==> src/rtl/core/tcmc_pkg.sv <==
// ---------------------------------------------------------------------------
// tcmc_pkg: shared types and constants for the centroid Morton encoder
// Field widths, request payload structures, register indexes and the stage
// enable bundle that the top level hands to each axis lane.
// ---------------------------------------------------------------------------
`default_nettype none

package tcmc_pkg;

    localparam int CoordWidth      = 32;
    localparam int TagFieldWidth   = 24;
    localparam int CodeWidth       = 60;
    localparam int NumAxes         = 3;
    localparam int CfgIndexWidth   = 3;
    localparam int ScaleWidth      = 32;
    localparam int ScaleHalf       = ScaleWidth / 2;
    // Sum of three coordinates, and three times the scene minimum.
    localparam int SumWidth        = CoordWidth + 2;
    // Product of the offset magnitude with one half of the scale.
    localparam int ProdWidth       = SumWidth + ScaleHalf;
    // Full quotient of (offset * scale) >> 32.
    localparam int QuotWidth       = SumWidth;

    localparam int AxisBitsDefault = 20;
    localparam int TagWidthDefault = 24;

    typedef enum logic [CfgIndexWidth-1:0] {
        CFG_SCENE_MIN_X  = 3'd0,
        CFG_SCENE_MIN_Y  = 3'd1,
        CFG_SCENE_MIN_Z  = 3'd2,
        CFG_AXIS_SCALE_X = 3'd3,
        CFG_AXIS_SCALE_Y = 3'd4,
        CFG_AXIS_SCALE_Z = 3'd5
    } cfg_index_t;

    typedef struct packed {
        logic signed [CoordWidth-1:0] vertex_a_x;
        logic signed [CoordWidth-1:0] vertex_a_y;
        logic signed [CoordWidth-1:0] vertex_a_z;
        logic signed [CoordWidth-1:0] vertex_b_x;
        logic signed [CoordWidth-1:0] vertex_b_y;
        logic signed [CoordWidth-1:0] vertex_b_z;
        logic signed [CoordWidth-1:0] vertex_c_x;
        logic signed [CoordWidth-1:0] vertex_c_y;
        logic signed [CoordWidth-1:0] vertex_c_z;
        logic [TagFieldWidth-1:0]     triangle_tag;
        logic                         last_in;
    } tcmc_in_t;

    typedef struct packed {
        logic [CodeWidth-1:0]     morton_code;
        logic [TagFieldWidth-1:0] tag_out;
        logic                     last_out;
        logic                     clamped;
    } tcmc_out_t;

    typedef struct packed {
        logic en_sum;
        logic en_offset;
        logic en_mult;
        logic en_quant;
    } tcmc_stage_en_t;

endpackage

`default_nettype wire

==> src/rtl/core/tcmc_merge.sv <==
// ---------------------------------------------------------------------------
// tcmc_merge: bit interleave and output register
// Combines the three axis values into the Morton code, gathers the
// saturation flags and holds the finished request until it is taken.
// ---------------------------------------------------------------------------
`default_nettype none

module tcmc_merge #(
    parameter int AXIS_BITS = tcmc_pkg::AxisBitsDefault,
    parameter int TAG_WIDTH = tcmc_pkg::TagWidthDefault
) (
    input  wire logic                                              aclk,
    input  wire logic                                              aresetn,
    input  wire logic                                              in_valid,
    input  wire logic [tcmc_pkg::NumAxes-1:0][AXIS_BITS-1:0]       in_values,
    input  wire logic [tcmc_pkg::NumAxes-1:0]                      in_sats,
    input  wire logic [((TAG_WIDTH < tcmc_pkg::TagFieldWidth) ?
                        TAG_WIDTH : tcmc_pkg::TagFieldWidth)-1:0]  in_tag,
    input  wire logic                                              in_last,
    output logic                                                   out_load,
    output logic                                                   out_valid,
    input  wire logic                                              out_ready,
    output tcmc_pkg::tcmc_out_t                                    out_data
);

    logic                 valid_reg, valid_next;
    tcmc_pkg::tcmc_out_t  data_reg, data_next;
    logic [tcmc_pkg::CodeWidth-1:0] code;

    always_comb begin
        code = '0;
        for (int k = 0; k < AXIS_BITS; k++) begin
            for (int a = 0; a < tcmc_pkg::NumAxes; a++) begin
                if (3 * k + a < tcmc_pkg::CodeWidth) begin
                    code[3 * k + a] = in_values[a][k];
                end
            end
        end

        data_next.morton_code = code;
        data_next.tag_out     = tcmc_pkg::TagFieldWidth'(in_tag);
        data_next.last_out    = in_last;
        data_next.clamped     = |in_sats;

        out_load   = !valid_reg || out_ready;
        valid_next = out_load ? in_valid : valid_reg;
    end

    always_ff @(posedge aclk) begin
        if (!aresetn) begin
            valid_reg <= 1'b0;
        end else begin
            valid_reg <= valid_next;
        end
    end

    always_ff @(posedge aclk) begin
        if (out_load && in_valid) begin
            data_reg <= data_next;
        end
    end

    assign out_valid = valid_reg;
    assign out_data  = data_reg;

endmodule

`default_nettype wire

==> config.mk <==
export PLATFORM = sky130hd
export DESIGN_NAME = tcmc_merge
export DESIGN_NICKNAME = d
export VERILOG_FILES = /design/src/rtl/core/tcmc_pkg.sv /design/src/rtl/core/tcmc_merge.sv
export SDC_FILE = /design/constraint.sdc
export NUM_CORES = 1
export LEC_CHECK = 0
export ABC_AREA = 1
export BUFFER_PORTS_ARGS = -buffer_cell sky130_fd_sc_hd__buf_2
export CORE_MARGIN = 2
export CORE_UTILIZATION = 37
export DETAILED_ROUTE_END_ITERATION = 8
export MAX_ROUTING_LAYER = met4
export PLACE_DENSITY = 0.76
export SETUP_SLACK_MARGIN = 0.15
export SLEW_MARGIN = 30
export SYNTH_ARGS = -nofsm -noshare
export SYNTH_HDL_FRONTEND = slang
export SYNTH_SLANG_ARGS = --single-unit
==> constraint.sdc <==
create_clock -name aclk -period 5.14 [get_ports aclk]
set_input_delay 0.771 -clock aclk [delete_from_list [all_inputs] [get_ports aclk]]
set_output_delay 0.771 -clock aclk [all_outputs]
set_load 0.05 [all_outputs]
==> results.ini <==
[outcome]
status = complete, no violations

[sta]
period_minus_slack_ps = 2004
drv_slew = 0
fin_setup_tns_ps = 0
fin_crit_sh = 0.3899
maxSlewHeadroom = 0.6391
tightest_slew_ps = 541.4
clock.fmax_mhz = 499.0
final_hold_viol_count = 0
fin_ws_ps = 3136
rsz0062_at_grt = no
skew_ps = 12.59
setup_viol = 0

[clock_tree]
clkLatencyLatePin_ps = 340
cts.sinks = 87
clock_path_buffers = 2
clkTransAtPathRegs_ps = 90
cts_tree = yes
cts_root_buffer = clkbuf_8
postCtsSetupBuffers = 0
cts_max_level = 3
cts-resized-gates = 0
ctsHoldBuffers = 0
cts_buffers = 9

[power]
switchingPower_w = 0.0004323
irDropWorstVdd_uv = 306.2
leakage_nw = 1.663
power.share.combinational = 0.158
p_seq_frac = 0.561
clockPowerShare = 0.281
p_int_w = 0.001060
p_per_area_nw_per_um2 = 385.9
swShare = 0.2897

[finish]
seq_area_sq_um = 2603
most-common-layout-cells = buf_2 (179), edfxtp_1 (86), clkbuf_8 (9)
antenna_cells = 0
syn2layout_area_growth_pct = 46.17
multi_input_area_sq_um = 38.79
nFillCells = 575
drive_gt1_frac = 0.6826
nets = 380
layout_commonest_cell = buf_2

[critical_path]
reg2reg_slack_ps = 3750
start_kind = input pin
max_stage_delay_ps = 260
criticalPathCategory = input pin to primary output
critical_path.max_fanout = 2
crit_arrival_ps = 1230
end_kind = primary output
path_common_cell = buf_2
timing.rr.end = out_data[49]
timing.rr.start = out_valid
crit_slowest_cell = buf_2
crit_required_ps = 4370
rr_worst_depth = 2
crit_path_cell_trace = buf_2 > inv_2 > nand2_2 > buf_2

[logic_synthesis]
synthDistinctLibCells = 9
synth_seq_cells = 87
yosysTopAreaCell = edfxtp_1
ys_warn_count = 0
synth_fp_nets = 188
netlist_area_sq_um = 2645
syn_inst = 96
ys_seq_area_frac = 0.9839
synth_compound_area_frac = 0.005203
post_synth_and_or_nand_nor_area_fraction = 0.005203
synth_xor_area_frac = 0
synth_top_family_by_area = buffers and inverters
synthAdderAreaFrac = 0
syn_avg_cell_area_sq_um = 27.55
synthMuxAreaShare = 0
synth_area_leaders = edfxtp_1 (98%), dfxtp_1 (0.76%), inv_1 (0.43%)
synth.top_cell.area_share = 0.9763

[placement]
hpwl_um = 4403
place_ws_ps = 3134
place.port_buffers = 179
gp_congestion = 0.7501

[detailed_routing]
ant_nets = 0
wl_per_cell_um = 14.60
drt-pass1-iter-count = 4
vias = 1628
drc_errors = 0
viasPerCell = 4.185
drtIter0Drc = 52
wirelength_um = 5680

[min_path]
hp-start = out_valid
min_path_type = flop to flop
hold_depth = 2
min_to = out_valid

[global_route]
grt_first_pass_wirelength_um = 8017
overflow = 0
grt_pass1_vias = 1721
grt_usage = 0.1498
antenna_found_initial = 0
grt_start_max_net_pins = 45

[floorplan]
dieWidth_um = 88.55
die_h_um = 88.55
io-pin-count = 180
fp.dieArea_sq_um = 7841
rows = 30
core_sq_um = 6869
start_util = 0.3851

[run]
drv_cap = 0

==> synthesized netlist by cell type <==
| library cell | n |
|---|---|
| edfxtp_1 | 86 |
| inv_2 | 1 |
| nand2_1 | 1 |
| a21oi_2 | 1 |
| nor2_1 | 1 |
| dfxtp_1 | 1 |
| inv_1 | 3 |
| a21oi_1 | 1 |
| nand2_2 | 1 |
==> kinds of logic after synthesis <==
family / after synthesis
AO/OA/AOI/OAI: 2
AND/OR/NAND/NOR: 3
flip-flops: 87
buffers and inverters: 4
==> power by group through the flow <==
stage | Clock, W | Sequential [W] | Combinational [W]
after floorplan | 0 | 0.00100 | 0.0000157
after global placement | 0 | 0.000853 | 0.000234
after detailed placement | 0 | 0.000855 | 0.000237
after CTS | 0.000435 | 0.000838 | 0.000237
after global routing | 0.000456 | 0.000842 | 0.000246
final | 0.000419 | 0.000838 | 0.000235
==> cell type report <==
type | count | area share
Tap cell | 96 | 0.03107
Sequential cell | 87 | 0.6731
Multi-Input combinational cell | 5 | 0.01003
Inverter | 4 | 0.003883
Clock inverter | 7 | 0.01424
Clock buffer | 9 | 0.03204
Timing Repair Buffer | 181 | 0.2356
==> stage by stage <==
stage / cells / hold WS [ps] / power (W) / utilization / cell area [sq um]
2_1_floorplan: 96 / 869.9 / 0.001016 / - / 2649
3_3_place_gp: 373 / 508.0 / 0.001087 / 0.5368 / 3687
3_5_place_dp: 373 / 552.5 / 0.001091 / 0.5368 / 3687
4_1_cts: 389 / 565.2 / 0.001510 / 0.5628 / 3866
5_1_grt: 389 / 567.0 / 0.001545 / 0.5628 / 3866
6_report: 389 / 559.4 / 0.001492 / 0.5628 / 3866
==> flip-flops by register name, indices dropped and copies added (netlist names) <==
signal     cells
out_data      86
out_valid      1
==> per-layer routing <==
metal | vias to the layer above | track usage | share of wire
li1 | 760 | - | -
met1 | 754 | 0.1646 | 0.37
met2 | 105 | 0.2454 | 0.52
met3 | 9 | 0.06530 | 0.097
met4 | 0 | 0.04959 | 0.013
met5 | - | - | 0
==> worst max-delay path by stage <==
| stage | from | to | cells past startpoint |
|---|---|---|---|
| floorplan | out_ready | out_data[0] | 2 |
| global placement | out_ready | out_load | 4 |
| detailed placement | out_ready | out_load | 4 |
| CTS | out_ready | out_load | 4 |
| global route | out_ready | out_load | 4 |
| finish | out_ready | out_load | 4 |
==> worst max-delay path: cells and delay by family <==
| kind | cells | cell delay, ps |
|---|---|---|
| simple gates | 1 | 70 |
| buf+inv | 3 | 380 |
Note: power is estimated with default switching activity, not from simulation.
