$ cat config.mk
export PLATFORM = sky130hd
export DESIGN_NAME = tcmc_axis_lane
export DESIGN_NICKNAME = d
export VERILOG_FILES = /design/src/rtl/core/tcmc_pkg.sv /design/src/rtl/core/tcmc_axis_lane.sv
export SDC_FILE = /design/constraint.sdc
export NUM_CORES = 2
export LEC_CHECK = 0
export ABC_CLOCK_PERIOD_IN_PS = 17700
export BUFFER_PORTS_ARGS = -buffer_cell sky130_fd_sc_hd__buf_4
export CAP_MARGIN = 25
export CORE_MARGIN = 1.5
export CORE_UTILIZATION = 55
export DETAILED_ROUTE_END_ITERATION = 7
export MAX_ROUTING_LAYER = met4
export PLACE_DENSITY = 0.7
export SYNTH_ARGS = -nofsm -noshare
export SYNTH_HDL_FRONTEND = slang
export SYNTH_SLANG_ARGS = --single-unit
$ cat constraint.sdc
create_clock -name aclk -period 17.7 [get_ports aclk]
set_clock_uncertainty 0.05 [all_clocks]
set_input_delay 1.77 -clock aclk [delete_from_list [all_inputs] [get_ports aclk]]
set_output_delay 1.77 -clock aclk [all_outputs]
set_load 0.1 [all_outputs]
$ cat src/rtl/core/tcmc_pkg.sv
// ---------------------------------------------------------------------------
// tcmc_pkg: shared types and constants for the centroid Morton encoder
// Field widths, request payload structures, register indexes and the stage
// enable bundle that the top level hands to each axis lane.
// ---------------------------------------------------------------------------
`default_nettype none

package tcmc_pkg;

    localparam int CoordWidth      = 32;
    localparam int TagFieldWidth   = 24;
    localparam int CodeWidth       = 60;
    localparam int NumAxes         = 3;
    localparam int CfgIndexWidth   = 3;
    localparam int ScaleWidth      = 32;
    localparam int ScaleHalf       = ScaleWidth / 2;
    // Sum of three coordinates, and three times the scene minimum.
    localparam int SumWidth        = CoordWidth + 2;
    // Product of the offset magnitude with one half of the scale.
    localparam int ProdWidth       = SumWidth + ScaleHalf;
    // Full quotient of (offset * scale) >> 32.
    localparam int QuotWidth       = SumWidth;

    localparam int AxisBitsDefault = 20;
    localparam int TagWidthDefault = 24;

    typedef enum logic [CfgIndexWidth-1:0] {
        CFG_SCENE_MIN_X  = 3'd0,
        CFG_SCENE_MIN_Y  = 3'd1,
        CFG_SCENE_MIN_Z  = 3'd2,
        CFG_AXIS_SCALE_X = 3'd3,
        CFG_AXIS_SCALE_Y = 3'd4,
        CFG_AXIS_SCALE_Z = 3'd5
    } cfg_index_t;

    typedef struct packed {
        logic signed [CoordWidth-1:0] vertex_a_x;
        logic signed [CoordWidth-1:0] vertex_a_y;
        logic signed [CoordWidth-1:0] vertex_a_z;
        logic signed [CoordWidth-1:0] vertex_b_x;
        logic signed [CoordWidth-1:0] vertex_b_y;
        logic signed [CoordWidth-1:0] vertex_b_z;
        logic signed [CoordWidth-1:0] vertex_c_x;
        logic signed [CoordWidth-1:0] vertex_c_y;
        logic signed [CoordWidth-1:0] vertex_c_z;
        logic [TagFieldWidth-1:0]     triangle_tag;
        logic                         last_in;
    } tcmc_in_t;

    typedef struct packed {
        logic [CodeWidth-1:0]     morton_code;
        logic [TagFieldWidth-1:0] tag_out;
        logic                     last_out;
        logic                     clamped;
    } tcmc_out_t;

    typedef struct packed {
        logic en_sum;
        logic en_offset;
        logic en_mult;
        logic en_quant;
    } tcmc_stage_en_t;

endpackage

`default_nettype wire

$ cat src/rtl/core/tcmc_axis_lane.sv
// ---------------------------------------------------------------------------
// tcmc_axis_lane: one axis of the centroid quantiser
// Four registered steps: vertex sum, offset from the scene minimum, split
// multiplication by the axis scale, then shift and saturation.
// ---------------------------------------------------------------------------
`default_nettype none

module tcmc_axis_lane #(
    parameter int AXIS_BITS = tcmc_pkg::AxisBitsDefault
) (
    input  wire logic                                    aclk,
    input  wire tcmc_pkg::tcmc_stage_en_t                stage_en,
    input  wire logic signed [tcmc_pkg::CoordWidth-1:0]  coord_a,
    input  wire logic signed [tcmc_pkg::CoordWidth-1:0]  coord_b,
    input  wire logic signed [tcmc_pkg::CoordWidth-1:0]  coord_c,
    input  wire logic signed [tcmc_pkg::SumWidth-1:0]    min_times3,
    input  wire logic [tcmc_pkg::ScaleWidth-1:0]         scale,
    output logic [AXIS_BITS-1:0]                         axis_value,
    output logic                                         axis_sat
);

    localparam int SW = tcmc_pkg::SumWidth;
    localparam int PW = tcmc_pkg::ProdWidth;
    localparam int QW = tcmc_pkg::QuotWidth;
    localparam int HW = tcmc_pkg::ScaleHalf;
    localparam int CW = tcmc_pkg::CoordWidth;

    logic signed [SW-1:0] sum_reg, sum_next;
    logic [SW-1:0]        mag_reg, mag_next;
    logic                 neg_reg, neg_next;
    logic [PW-1:0]        prod_hi_reg, prod_hi_next;
    logic [PW-1:0]        prod_lo_reg, prod_lo_next;
    logic                 neg_m_reg;
    logic [AXIS_BITS-1:0] value_reg, value_next;
    logic                 sat_reg, sat_next;
    logic signed [SW:0]   offset;
    logic [PW-1:0]        prod_sum;
    logic [QW-1:0]        quot;

    always_comb begin
        sum_next = $signed({{(SW-CW){coord_a[CW-1]}}, coord_a})
                 + $signed({{(SW-CW){coord_b[CW-1]}}, coord_b})
                 + $signed({{(SW-CW){coord_c[CW-1]}}, coord_c});

        offset   = $signed({sum_reg[SW-1], sum_reg}) - $signed({min_times3[SW-1], min_times3});
        neg_next = offset[SW];
        mag_next = offset[SW-1:0];

        prod_hi_next = PW'(mag_reg) * PW'(scale[2*HW-1:HW]);
        prod_lo_next = PW'(mag_reg) * PW'(scale[HW-1:0]);

        // The low partial product only contributes its bits above the
        // first sixteen; the result is exact floor((d * scale) / 2^32).
        prod_sum = prod_hi_reg + PW'(prod_lo_reg[PW-1:HW]);
        quot     = prod_sum[QW+HW-1:HW];

        if (neg_m_reg) begin
            value_next = '0;
            sat_next   = 1'b1;
        end else if (|quot[QW-1:AXIS_BITS]) begin
            value_next = '1;
            sat_next   = 1'b1;
        end else begin
            value_next = quot[AXIS_BITS-1:0];
            sat_next   = 1'b0;
        end
    end

    always_ff @(posedge aclk) begin
        if (stage_en.en_sum) begin
            sum_reg <= sum_next;
        end
        if (stage_en.en_offset) begin
            mag_reg <= mag_next;
            neg_reg <= neg_next;
        end
        if (stage_en.en_mult) begin
            prod_hi_reg <= prod_hi_next;
            prod_lo_reg <= prod_lo_next;
            neg_m_reg   <= neg_reg;
        end
        if (stage_en.en_quant) begin
            value_reg <= value_next;
            sat_reg   <= sat_next;
        end
    end

    assign axis_value = value_reg;
    assign axis_sat   = sat_reg;

endmodule

`default_nettype wire

==> flow_results.org <==
** Run status
- The flow ran to the end, and the final reports show no timing, DRC or antenna violations.

** STA
- Final setup margin :: 9.508 ns
- The final count of hold timing violations was 0.
- Headroom to the max-slew limit came out at 0.3815.
- The max-slew violation count came to 0.
- Counting I/O delays and the setup requirement, the final critical path takes 8.192 ns.
- Setup total negative slack on the finished layout was measured at 0 ns.
- Fin crit share :: 0.4628
- Max Fclk :: 0.1221 GHz
- Transition at the pin with the smallest max-transition slack :: 0.9134 ns
- Setup violations remaining at the end of the flow were counted as 0.
- RSZ-0062 raised after global routing :: no

** Clock network
- CTS tree :: yes
- H-tree depth :: 4
- In this run, post-CTS hold repair placed 0 buffers.
- Number of cells upsized or downsized after cts :: 0
- Clock tree synthesis found a total of 175 sinks.
- Largest buffer count on any clock path :: 2
- Root Buffer :: clkbuf_16
- Clock Latency Late Sink :: 0.51 ns
- Buffers inserted during clock tree synthesis total 17.
- Post-CTS setup buffer count :: 0
- After clock tree synthesis, the clock-pin slew on the worst setup and hold paths is 0.08 ns.

** Routing
- For this run, design rule violations remaining after detail routing come to 0.
- Wire per inst :: 18.37 um
- DR vias :: 32,120
- Once detail routing completed, the nets flagged for antenna violations numbered 0.
- After detailed routing, the number of vias per cell comes to 5.502.
- Initial DRC count :: 1,845
- Before antenna repair, the detailed router went through 6 iterations.
- Wire length after detailed routing :: 107.3 mm

** Run
- Across the run, the number of max-cap violations was 0.

** Worst setup path
- Kind of end point of the critical path :: flip-flop
- Maximum fanout along the worst path :: 34
- STA puts the critical path data arrival time at 8.36 ns.
- Startpoint kind of the worst setup timing path :: input pin
- For the worst setup path, the data required time is 17.87 ns.
- The worst setup path is of the input pin to flip-flop kind.

** Synthesis
- Library cells used by synthesis :: 72
- For this run, asynchronously set or reset flops after synthesis account for 0.
- Average instance area after synthesis :: 9.283 um^2
- For this run, the number of Yosys warnings is 0.
- Register area share after synthesis :: 0.1191
- Synthesis produced a netlist with a net count of 6,184.
- Among all flip-flop cells after synthesis, the most frequent one is edfxtp_1.
- Yosys attributes the largest share of cell area to fa_1, edfxtp_1, ha_1.
- Flops & latches, synth :: 175
- The mapped netlist covers 44,110 um^2.
- Counting every instance in the synthesized netlist gives 4,752.
- Counting flops with a built-in enable in the synthesized netlist gives 175.
- Dominant cell type by area after synthesis :: fa_1
- Area share of the leading cell type in the synthesized netlist :: 0.4198

** Finish
- In the final layout, the share of cells above drive strength 1 is 0.05705.
- Summing all flip-flop and latch instances after layout gives 5255 um^2.
- Multi-input gate area in the final layout :: 34,250 um^2
- Number of inserted filler cells in the final layout :: 6,926
- Flip-flop count of the largest register after layout :: 50
- Compared with the post-synthesis result, the final layout area differs by 6.183%.
- After the last flow step, the layout net total stands at 6,204.
- Once layout is complete, the cells apart from fillers number 5,839.

** Floorplanning
- After floorplanning, the core was sized to cover 79,130 um^2.
- Die height :: 286.2 um
- The die covers 81,920 um^2.
- Site Rows :: 103
- For this configuration, the core starts out at a cell density of 0.5575.
- Die Span X :: 286.2 um
- In this run the count of I/O pins placed on the die edge is 188.

** Global route
- Total Routing Usage GR :: 0.2848
- The first global-routing pass estimated 177.9 mm of wire.
- The number of global-route vias before repair came to 34,830.
- After global routing the overflow that remains totals 0.
- Largest net degree at the start of global routing :: 53
- The number of antenna violations at the first check in global routing was 3.

** Min path
- Worst min-delay path category :: flip-flop to flip-flop

** Place
- Once placement completed, the tool counted placed cells totaling 5,803.
- The congestion estimate from routability-driven global placement came to 0.9186.
- Half-perimeter wire length of the detailed placement result :: 83.39 mm
- Port-buffer cells :: 187
- Worst slack at placement :: 9.020 ns
## metal layers
metal / up-vias / wire (um) / global-route usage
li1: 14490 / - / -
met1: 16280 / 44930 / 0.3640
met2: 1181 / 51470 / 0.4699
met3: 176 / 8635 / 0.05278
met4: 0 / 2250 / 0.07090
met5: - / 0 / -
## path summary, 6_finish.rpt
check / startpoint / endpoint / slack [ns] / depth (start not counted)
setup reg to reg: mag_reg[16] / prod_lo_reg[42] / 10.38 / 23
setup / recovery: scale[2] / prod_lo_reg[42] / 9.51 / 23
hold / removal: neg_reg / neg_m_reg / 0.55 / 0
hold reg to reg: neg_reg / neg_m_reg / 0.55 / 0
## synth_stat cells, drive strengths merged (26+ instances only)
library cell	count
a21o	84
a21oi	131
a31oi	33
and2	460
clkbuf	217
edfxtp	175
fa	925
ha	340
inv	1001
nand2	721
nand3	34
nor2	109
nor3	31
o21a	26
o21ai	82
xnor2	94
xor2	46
## layout by cell type (no fill, tap or decap), types with 84 or more instances in the layout
master,synthesis,layout
edfxtp_1,175,175
fa_1,925,925
and2_1,460,460
nand2_1,721,721
xnor2_1,94,94
ha_1,340,340
nor2_1,109,109
a21o_1,84,84
buf_4,2,224
a21oi_1,130,130
inv_1,1001,1001
## worst max-delay path: stages
cell	delay, ns
buf_4	0.37
nand2_1	0.15
fa_1	0.51
fa_1	0.52
fa_1	0.53
inv_1	0.06
fa_1	0.48
fa_1	0.50
inv_1	0.05
fa_1	0.47
inv_1	0.04
ha_1	0.32
a21o_1	0.18
a311oi_1	0.36
and2_1	0.23
nand4_1	0.11
nand3_1	0.26
a31oi_1	0.22
nand3_1	0.14
o221ai_1	0.22
a211o_1	0.40
a221oi_2	0.31
xnor2_1	0.12
## through the flow
stage / util / hold WS, ns / cell area [um^2]
after floorplan: - / 0.3503 / 44110
after global placement: 0.5846 / 0.5288 / 46260
after detailed placement: 0.5846 / 0.5266 / 46260
after CTS: 0.5919 / 0.5451 / 46830
after global routing: 0.5919 / 0.5497 / 46840
final: 0.5920 / 0.5504 / 46840
## area by class of cell
class / instances / area share
well taps: 1050 / 0.02805
diodes: 4 / 0.0002137
clock buffers: 17 / 0.009082
flip-flops and latches: 175 / 0.1122
repair buffers: 224 / 0.03590
multi-input cells: 3353 / 0.7312
inverters: 1001 / 0.08021
clock inverters: 15 / 0.003125
## cells by family after synthesis
| family | share of synthesized area |
|---|---|
| adders and majority gates | 0.5162 |
| and+or+nand+nor | 0.1602 |
| AOI/OAI and AO/OA | 0.07176 |
| DFF | 0.1191 |
| muxes | 0.0004538 |
| buffers and inverters | 0.1044 |
| xor gates and xnor gates | 0.02780 |
Power is left out: the tool's default activity adds up to more than one toggle a clock period on the data nets, which glitch-free logic cannot reach.
